<file path="config.mk">
export PLATFORM = sky130hd
export DESIGN_NAME = ept_ctrl
export DESIGN_NICKNAME = d
export VERILOG_FILES = /design/src/hdl/ept_pkg.sv /design/src/hdl/ept_ctrl.sv
export SDC_FILE = /design/constraint.sdc
export NUM_CORES = 1
export LEC_CHECK = 0
export ABC_AREA = 1
export ABC_CLOCK_PERIOD_IN_PS = 1400
export CAP_MARGIN = 30
export CELL_PAD_IN_SITES_DETAIL_PLACEMENT = 1
export CELL_PAD_IN_SITES_GLOBAL_PLACEMENT = 2
export CORE_MARGIN = 4
export CORE_UTILIZATION = 27
export DETAILED_ROUTE_END_ITERATION = 16
export DONT_BUFFER_PORTS = 1
export PLACE_DENSITY_LB_ADDON = 0.25
export SLEW_MARGIN = 25
export SYNTH_ARGS = -nofsm -noshare
export SYNTH_HDL_FRONTEND = slang
export SYNTH_SLANG_ARGS = --single-unit
</file>
<file path="constraint.sdc">
create_clock -name clk -period 1.4 [get_ports clk]
set_input_delay 0.14 -clock clk [delete_from_list [all_inputs] [get_ports clk]]
set_output_delay 0.14 -clock clk [all_outputs]
set_load 0.03 [all_outputs]
</file>
<file path="src/hdl/ept_pkg.sv">
// Shared widths, constants, register indexes and control structs of the tachometer.
package ept_pkg;

  localparam int TIME_BITS = 32;
  localparam int SUM_W     = 32;
  localparam int CNT_W     = 8;
  localparam int MIN_W     = 20;
  localparam int MAXR_W    = 10;
  localparam int CPR_W     = 16;
  localparam int WGT_W     = 17;
  localparam int RPM_W     = 18;
  localparam int SMOOTH_FRAC_BITS = 16;
  localparam int ACC_W     = 10 + SMOOTH_FRAC_BITS;
  localparam int WGT_FRAC  = 16;
  localparam int DEN_W     = SUM_W + CPR_W;
  localparam int NUM_W     = 42;
  localparam int PLAUS_W   = MAXR_W + DEN_W;
  localparam int PROD_W    = WGT_W + ACC_W;
  localparam int IN_DATA_W  = 32;
  localparam int OUT_DATA_W = 48;
  localparam int CFG_IDX_W  = 2;
  localparam int CFG_DATA_W = 20;

  localparam logic [CFG_IDX_W-1:0] CFG_MIN_INTERVAL = 2'd0;
  localparam logic [CFG_IDX_W-1:0] CFG_MAX_INSTANT  = 2'd1;
  localparam logic [CFG_IDX_W-1:0] CFG_COUNTS_REV   = 2'd2;
  localparam logic [CFG_IDX_W-1:0] CFG_SMOOTH_WGT   = 2'd3;

  localparam logic [MIN_W-1:0]  MIN_INTERVAL_RST = 20'd1700;
  localparam logic [MAXR_W-1:0] MAX_INSTANT_RST  = 10'd145;
  localparam logic [CPR_W-1:0]  COUNTS_REV_RST   = 16'd240;
  localparam logic [WGT_W-1:0]  SMOOTH_WGT_RST   = 17'd3277;

  localparam logic [WGT_W-1:0]    WGT_ONE     = 17'd65536;
  localparam logic [NUM_W-1:0]    RPM_Q8_NUM  = 42'd15360000000;
  localparam logic [PLAUS_W-1:0]  US_PER_MIN  = 58'd60000000;
  localparam logic [RPM_W-1:0]    RPM_Q8_MAX  = 18'd262143;
  localparam logic [CNT_W-1:0]    CNT_FULL    = 8'd255;
  localparam logic [PROD_W:0]     ROUND_HALF  = 44'd32768;

  typedef struct packed {
    logic load;       // capture input beat
    logic diff;       // form edge interval
    logic meas;       // qualify interval, update window, form denominator
    logic w_prep;     // form window numerator and denominator, clear window
    logic w_sat;      // saturate window rpm
    logic div_start;  // launch divider
    logic div_store;  // take quotient
    logic sm_mul;     // smoothing products
    logic sm_add;     // smoothing sum
    logic out_load;   // load output register
  } ept_cmd_t;

  typedef struct packed {
    logic is_win;
    logic meas_ok;
    logic plaus;
    logic cnt_zero;
    logic den_zero;
    logic div_done;
  } ept_sts_t;

  function automatic logic [RPM_W-1:0] sat_rpm(input logic [NUM_W-1:0] q);
    if (q[NUM_W-1:RPM_W] != '0) begin
      return RPM_Q8_MAX;
    end
    return q[RPM_W-1:0];
  endfunction

endpackage

</file>
<file path="src/hdl/ept_ctrl.sv">
// Controller: sequences one beat at a time through the datapath.
module ept_ctrl import ept_pkg::*; (
  input  logic     clk,
  input  logic     rst_n,
  input  logic     in_tvalid,
  output logic     in_tready,
  output logic     out_tvalid,
  input  logic     out_tready,
  input  ept_sts_t sts,
  output ept_cmd_t cmd
);

  typedef enum logic [3:0] {
    IDLE,
    E_DIFF,
    E_MEAS,
    E_TEST,
    W_PREP,
    W_CHECK,
    DIV_WAIT,
    SM_MUL,
    SM_ADD,
    FINISH
  } state_t;

  state_t state_r, state_nxt;
  logic   out_valid_r;

  always_comb begin
    state_nxt = state_r;
    cmd       = '0;
    case (state_r)
      IDLE: begin
        if (in_tvalid) begin
          cmd.load  = 1'b1;
          state_nxt = E_DIFF;
        end
      end
      E_DIFF: begin
        // window ends skip the edge steps
        if (sts.is_win) begin
          state_nxt = W_PREP;
        end else begin
          cmd.diff  = 1'b1;
          state_nxt = E_MEAS;
        end
      end
      E_MEAS: begin
        cmd.meas  = 1'b1;
        state_nxt = E_TEST;
      end
      E_TEST: begin
        if (sts.meas_ok && sts.plaus) begin
          cmd.div_start = 1'b1;
          state_nxt     = DIV_WAIT;
        end else begin
          state_nxt = FINISH;
        end
      end
      W_PREP: begin
        cmd.w_prep = 1'b1;
        state_nxt  = sts.cnt_zero ? FINISH : W_CHECK;
      end
      W_CHECK: begin
        if (sts.den_zero) begin
          cmd.w_sat = 1'b1;
          state_nxt = SM_MUL;
        end else begin
          cmd.div_start = 1'b1;
          state_nxt     = DIV_WAIT;
        end
      end
      DIV_WAIT: begin
        if (sts.div_done) begin
          cmd.div_store = 1'b1;
          state_nxt     = sts.is_win ? SM_MUL : FINISH;
        end
      end
      SM_MUL: begin
        cmd.sm_mul = 1'b1;
        state_nxt  = SM_ADD;
      end
      SM_ADD: begin
        cmd.sm_add = 1'b1;
        state_nxt  = FINISH;
      end
      FINISH: begin
        // hold the result until the output register is free
        if (!out_valid_r || out_tready) begin
          cmd.out_load = 1'b1;
          state_nxt    = IDLE;
        end
      end
      default: state_nxt = IDLE;
    endcase
  end

  always_ff @(posedge clk) begin
    if (!rst_n) begin
      state_r     <= IDLE;
      out_valid_r <= 1'b0;
    end else begin
      state_r <= state_nxt;
      if (cmd.out_load) begin
        out_valid_r <= 1'b1;
      end else if (out_tready) begin
        out_valid_r <= 1'b0;
      end
    end
  end

  assign in_tready  = (state_r == IDLE);
  assign out_tvalid = out_valid_r;

endmodule

</file>
==> summary.txt <==
Run status
  – Status: finished with violations
  – Failing checks: negative setup slack

Global route
  – Grt total ovfl: 0
  – Largest net degree at the start of global routing: 7
  – GR Util All Layers: 0.134
  – Initial antenna violation count: 0
  – First-pass GRT wire length: approximately 2600 um
  – Vias in the first global route: ~570

Die
  – Core area: 1540 sq um
  – Chip width: ~49 um
  – # IOs: 22
  – Initial core utilization: 0.295
  – Site Rows: 14
  – Die Height: 49.0 um
  – Die ar.: roughly 2400 sq um

Critical path
  – Cell family with most CP delay: buffers and inverters
  – CP max FO: 4
  – Critical Path Start Type: flip-flop
  – CP required: 1.54 ns
  – CP bufs+invs: 4
  – Crit end category: flip-flop
  – R2R Path Start: state_r[2]
  – Worst path most repeated cell: buf_4
  – R2R Setup Slk: -0.05 ns
  – Critical path's slowest cell: dfxtp_4
  – WS Path Type: reg -> reg
  – CP arrival: 1.59 ns
  – Crit path launch: state_r[2]
  – Max incr delay on CP: 0.36 ns
  – CP Cell Sequence: inv_2 -> nor2_4 -> buf_4 -> buf_4 -> buf_4 -> nand3_1 -> nand3_1 -> o21ai_1 -> a21oi_1
  – Reg-to-Reg End: state_r[2]
  – R2R cell count: 9

Power and ir drop
  – Worst VDD drop: between 200 and 300 uV
  – Seq pwr share: 0.297
  – Internal power: 0.338 mW
  – Sw frac: 0.403
  – PD cells: 846 nW/um^2
  – Clock network power share: 0.320
  – Sw Pwr: between 0.2 and 0.25 mW
  – Overall Power: 0.566 mW
  – P_leak: 0.355 nW
  – Combinational power share: 0.382

Final layout
  – Most frequent cells in the layout: buf_4, inv_1, nand2_1, nand3_1, inv_2
  – Ant diodes: 0
  – Synth-to-Final Area Change: 47.4%
  – Layout net count: 106
  – Final Cell Area: ~670 sq um
  – Layout cells sized above 1: 0.505
  – Commonest non-fill, non-tap cell in the layout: buf_4

Route
  – Final ANT Viol Nets: 0
  – Pre-antenna DRT Iters: 4
  – Drc violations: 0
  – DR WL/cell: 14.4 um
  – Initial DRC Count: 7
  – Via density: 5.07
  – Post-Route WL: 1590 um
  – Via count: between 500 and 600

Synthesis
  – Ranking of synthesized cells by area: dfxtp_1, inv_1, nand3_1, nand3_2, nand2_1
  – Yosys reg bits: 5
  – Mapped Area: 454 sq um
  – Total number of yosys warnings: 0
  – Mean Syn Cell Area: 6.06 sq um
  – Seq/Total Area, Yosys: 0.220
  – Net Count, Synth: 85
  – Yosys top cell by area: dfxtp_1
  – Post-synthesis instance total: 75
  – Unique masters post-synth: 15
  – Post-synth top area share: 0.220

Place
  – Placed inst area: roughly 530 sq um
  – IO Port Bufs: 0
  – DP Wirelength: roughly 1100 um
  – RePlAce Congestion: 0.786

Clock tree
  – Sink Count: 5
  – CTS root buffer: clkbuf_4
  – CTS Buf Count: 3
  – Clock transition at path regs: 0.05 ns
  – Max clock buf depth: 2
  – H-tree Lvls: 1
  – CTS tree: yes
  – Clk Latency, worst-skew pair: 0.26 ns

STA
  – Setup violators final: 3
  – RSZ-0062 raised after global routing: yes
  – Tmin final: 1.45 ns
  – Fin. Hold Viols: 0
  – Worst hold slack: 0.105 ns
  – Fin crit share: 1.04
  – Clk_skew: 0.00867 ns
  – Fin. max-slew vios: 0
  – Post-layout worst setup margin: -0.0516 ns
  – Slew HR: 0.820
  – FMAX: 689 MHz
  – Worst Tran Pin Value: 0.269 ns

Hold path
  – Hold WC Path Type: in -> reg
  – Worst Hold Path Cells: 2
  – Worst Hold Launch: rst_n
  – Endpoint, Worst Hold: state_r[1]

Job
  – Count of max-cap constraint violations: 0
==> cell usage after synthesis <==
master / number
inv_2: 3
inv_1: 15
nand3_2: 4
nor2_4: 2
nand3b_1: 2
dfxtp_1: 5
nor2_2: 5
nand2_2: 2
o21ai_0: 1
nor4_1: 1
nand3_1: 10
nand2_1: 10
nor2_1: 7
o21ai_1: 4
a21oi_1: 4
==> worst max-delay path by stage <==
| stage | to | slack [ns] | cells past startpoint |
|---|---|---|---|
| finish | state_r[2] | -0.05 | 9 |
| CTS | cmd[0] | -0.06 | 5 |
| detailed placement | state_r[3] | 0.11 | 7 |
| global route | state_r[2] | -0.11 | 9 |
| floorplan | out_tvalid | 0.03 | 6 |
| global placement | state_r[3] | 0.10 | 7 |
==> registers in the layout, summed over array words and instances (netlist names) <==
signal,cells
state_r,4
out_tvalid,1
==> cells by family (layout without fill, tap and decap cells) <==
| family | after synthesis | after routing | synth area share |
|---|---|---|---|
| AO/OA/AOI/OAI | 9 | 9 | 0.0992 |
| buffers and inverters | 18 | 38 | 0.149 |
| AND/OR/NAND/NOR | 43 | 43 | 0.532 |
| flip-flops | 5 | 5 | 0.220 |
==> per-stage QoR <==
step | utilization | setup slack [ns] | cells | TNS, ns
5_1_grt | 0.434 | -0.108 | 111 | -0.550
3_3_place_gp | 0.341 | 0.101 | 97 | 0
4_1_cts | 0.399 | -0.0581 | 108 | -0.207
3_5_place_dp | 0.341 | 0.107 | 97 | 0
2_1_floorplan | - | 0.0286 | 75 | 0
6_report | 0.434 | -0.0516 | 111 | -0.0945
==> timing repair <==
item | in CTS | in global routing
endpoints found under the hold margin | 0 | 0
hold buffers | 0 | 0
setup endpoints to repair | 11 | 15
resized for setup | 8 | 11
pin swaps | 3 | 3
setup buffers | 7 | 3
==> cell type report <==
| cell class | instances | area (sq um) |
|---|---|---|
| tap | 16 | 20.0 |
| timing repair buffer | 16 | 128 |
| inverter | 18 | 70.1 |
| fill | 205 | 872 |
| multi-input combinational | 52 | 315 |
| clock buffer | 4 | 26.3 |
| sequential | 5 | 110 |
==> metal layers <==
metal | global-route usage | vias to the layer above | share of wire
li1 | - | 283 | -
met3 | 0.0183 | 4 | 0.047
met5 | 0 | - | 0
met1 | 0.170 | 258 | 0.45
met2 | 0.207 | 18 | 0.48
met4 | 0.0942 | 0 | 0.026
==> power by group through the flow <==
stage          clock (mW)  combinational [mW]  sequential (mW)
4_1_cts             0.184               0.188            0.169
6_report            0.181               0.217            0.168
3_5_place_dp            0               0.168            0.170
3_3_place_gp            0               0.167            0.169
5_1_grt             0.198               0.233            0.169
2_1_floorplan           0               0.133            0.167
==> worst reg2reg max path: stages (launching register included) <==
cell and delay [ns]:
dfxtp_4 0.36, inv_2 0.07, nor2_4 0.04, buf_4 0.15, buf_4 0.14, buf_4 0.13
nand3_1 0.12, nand3_1 0.09, o21ai_1 0.15, a21oi_1 0.08
No activity file was read; power rests on OpenSTA's default activity.
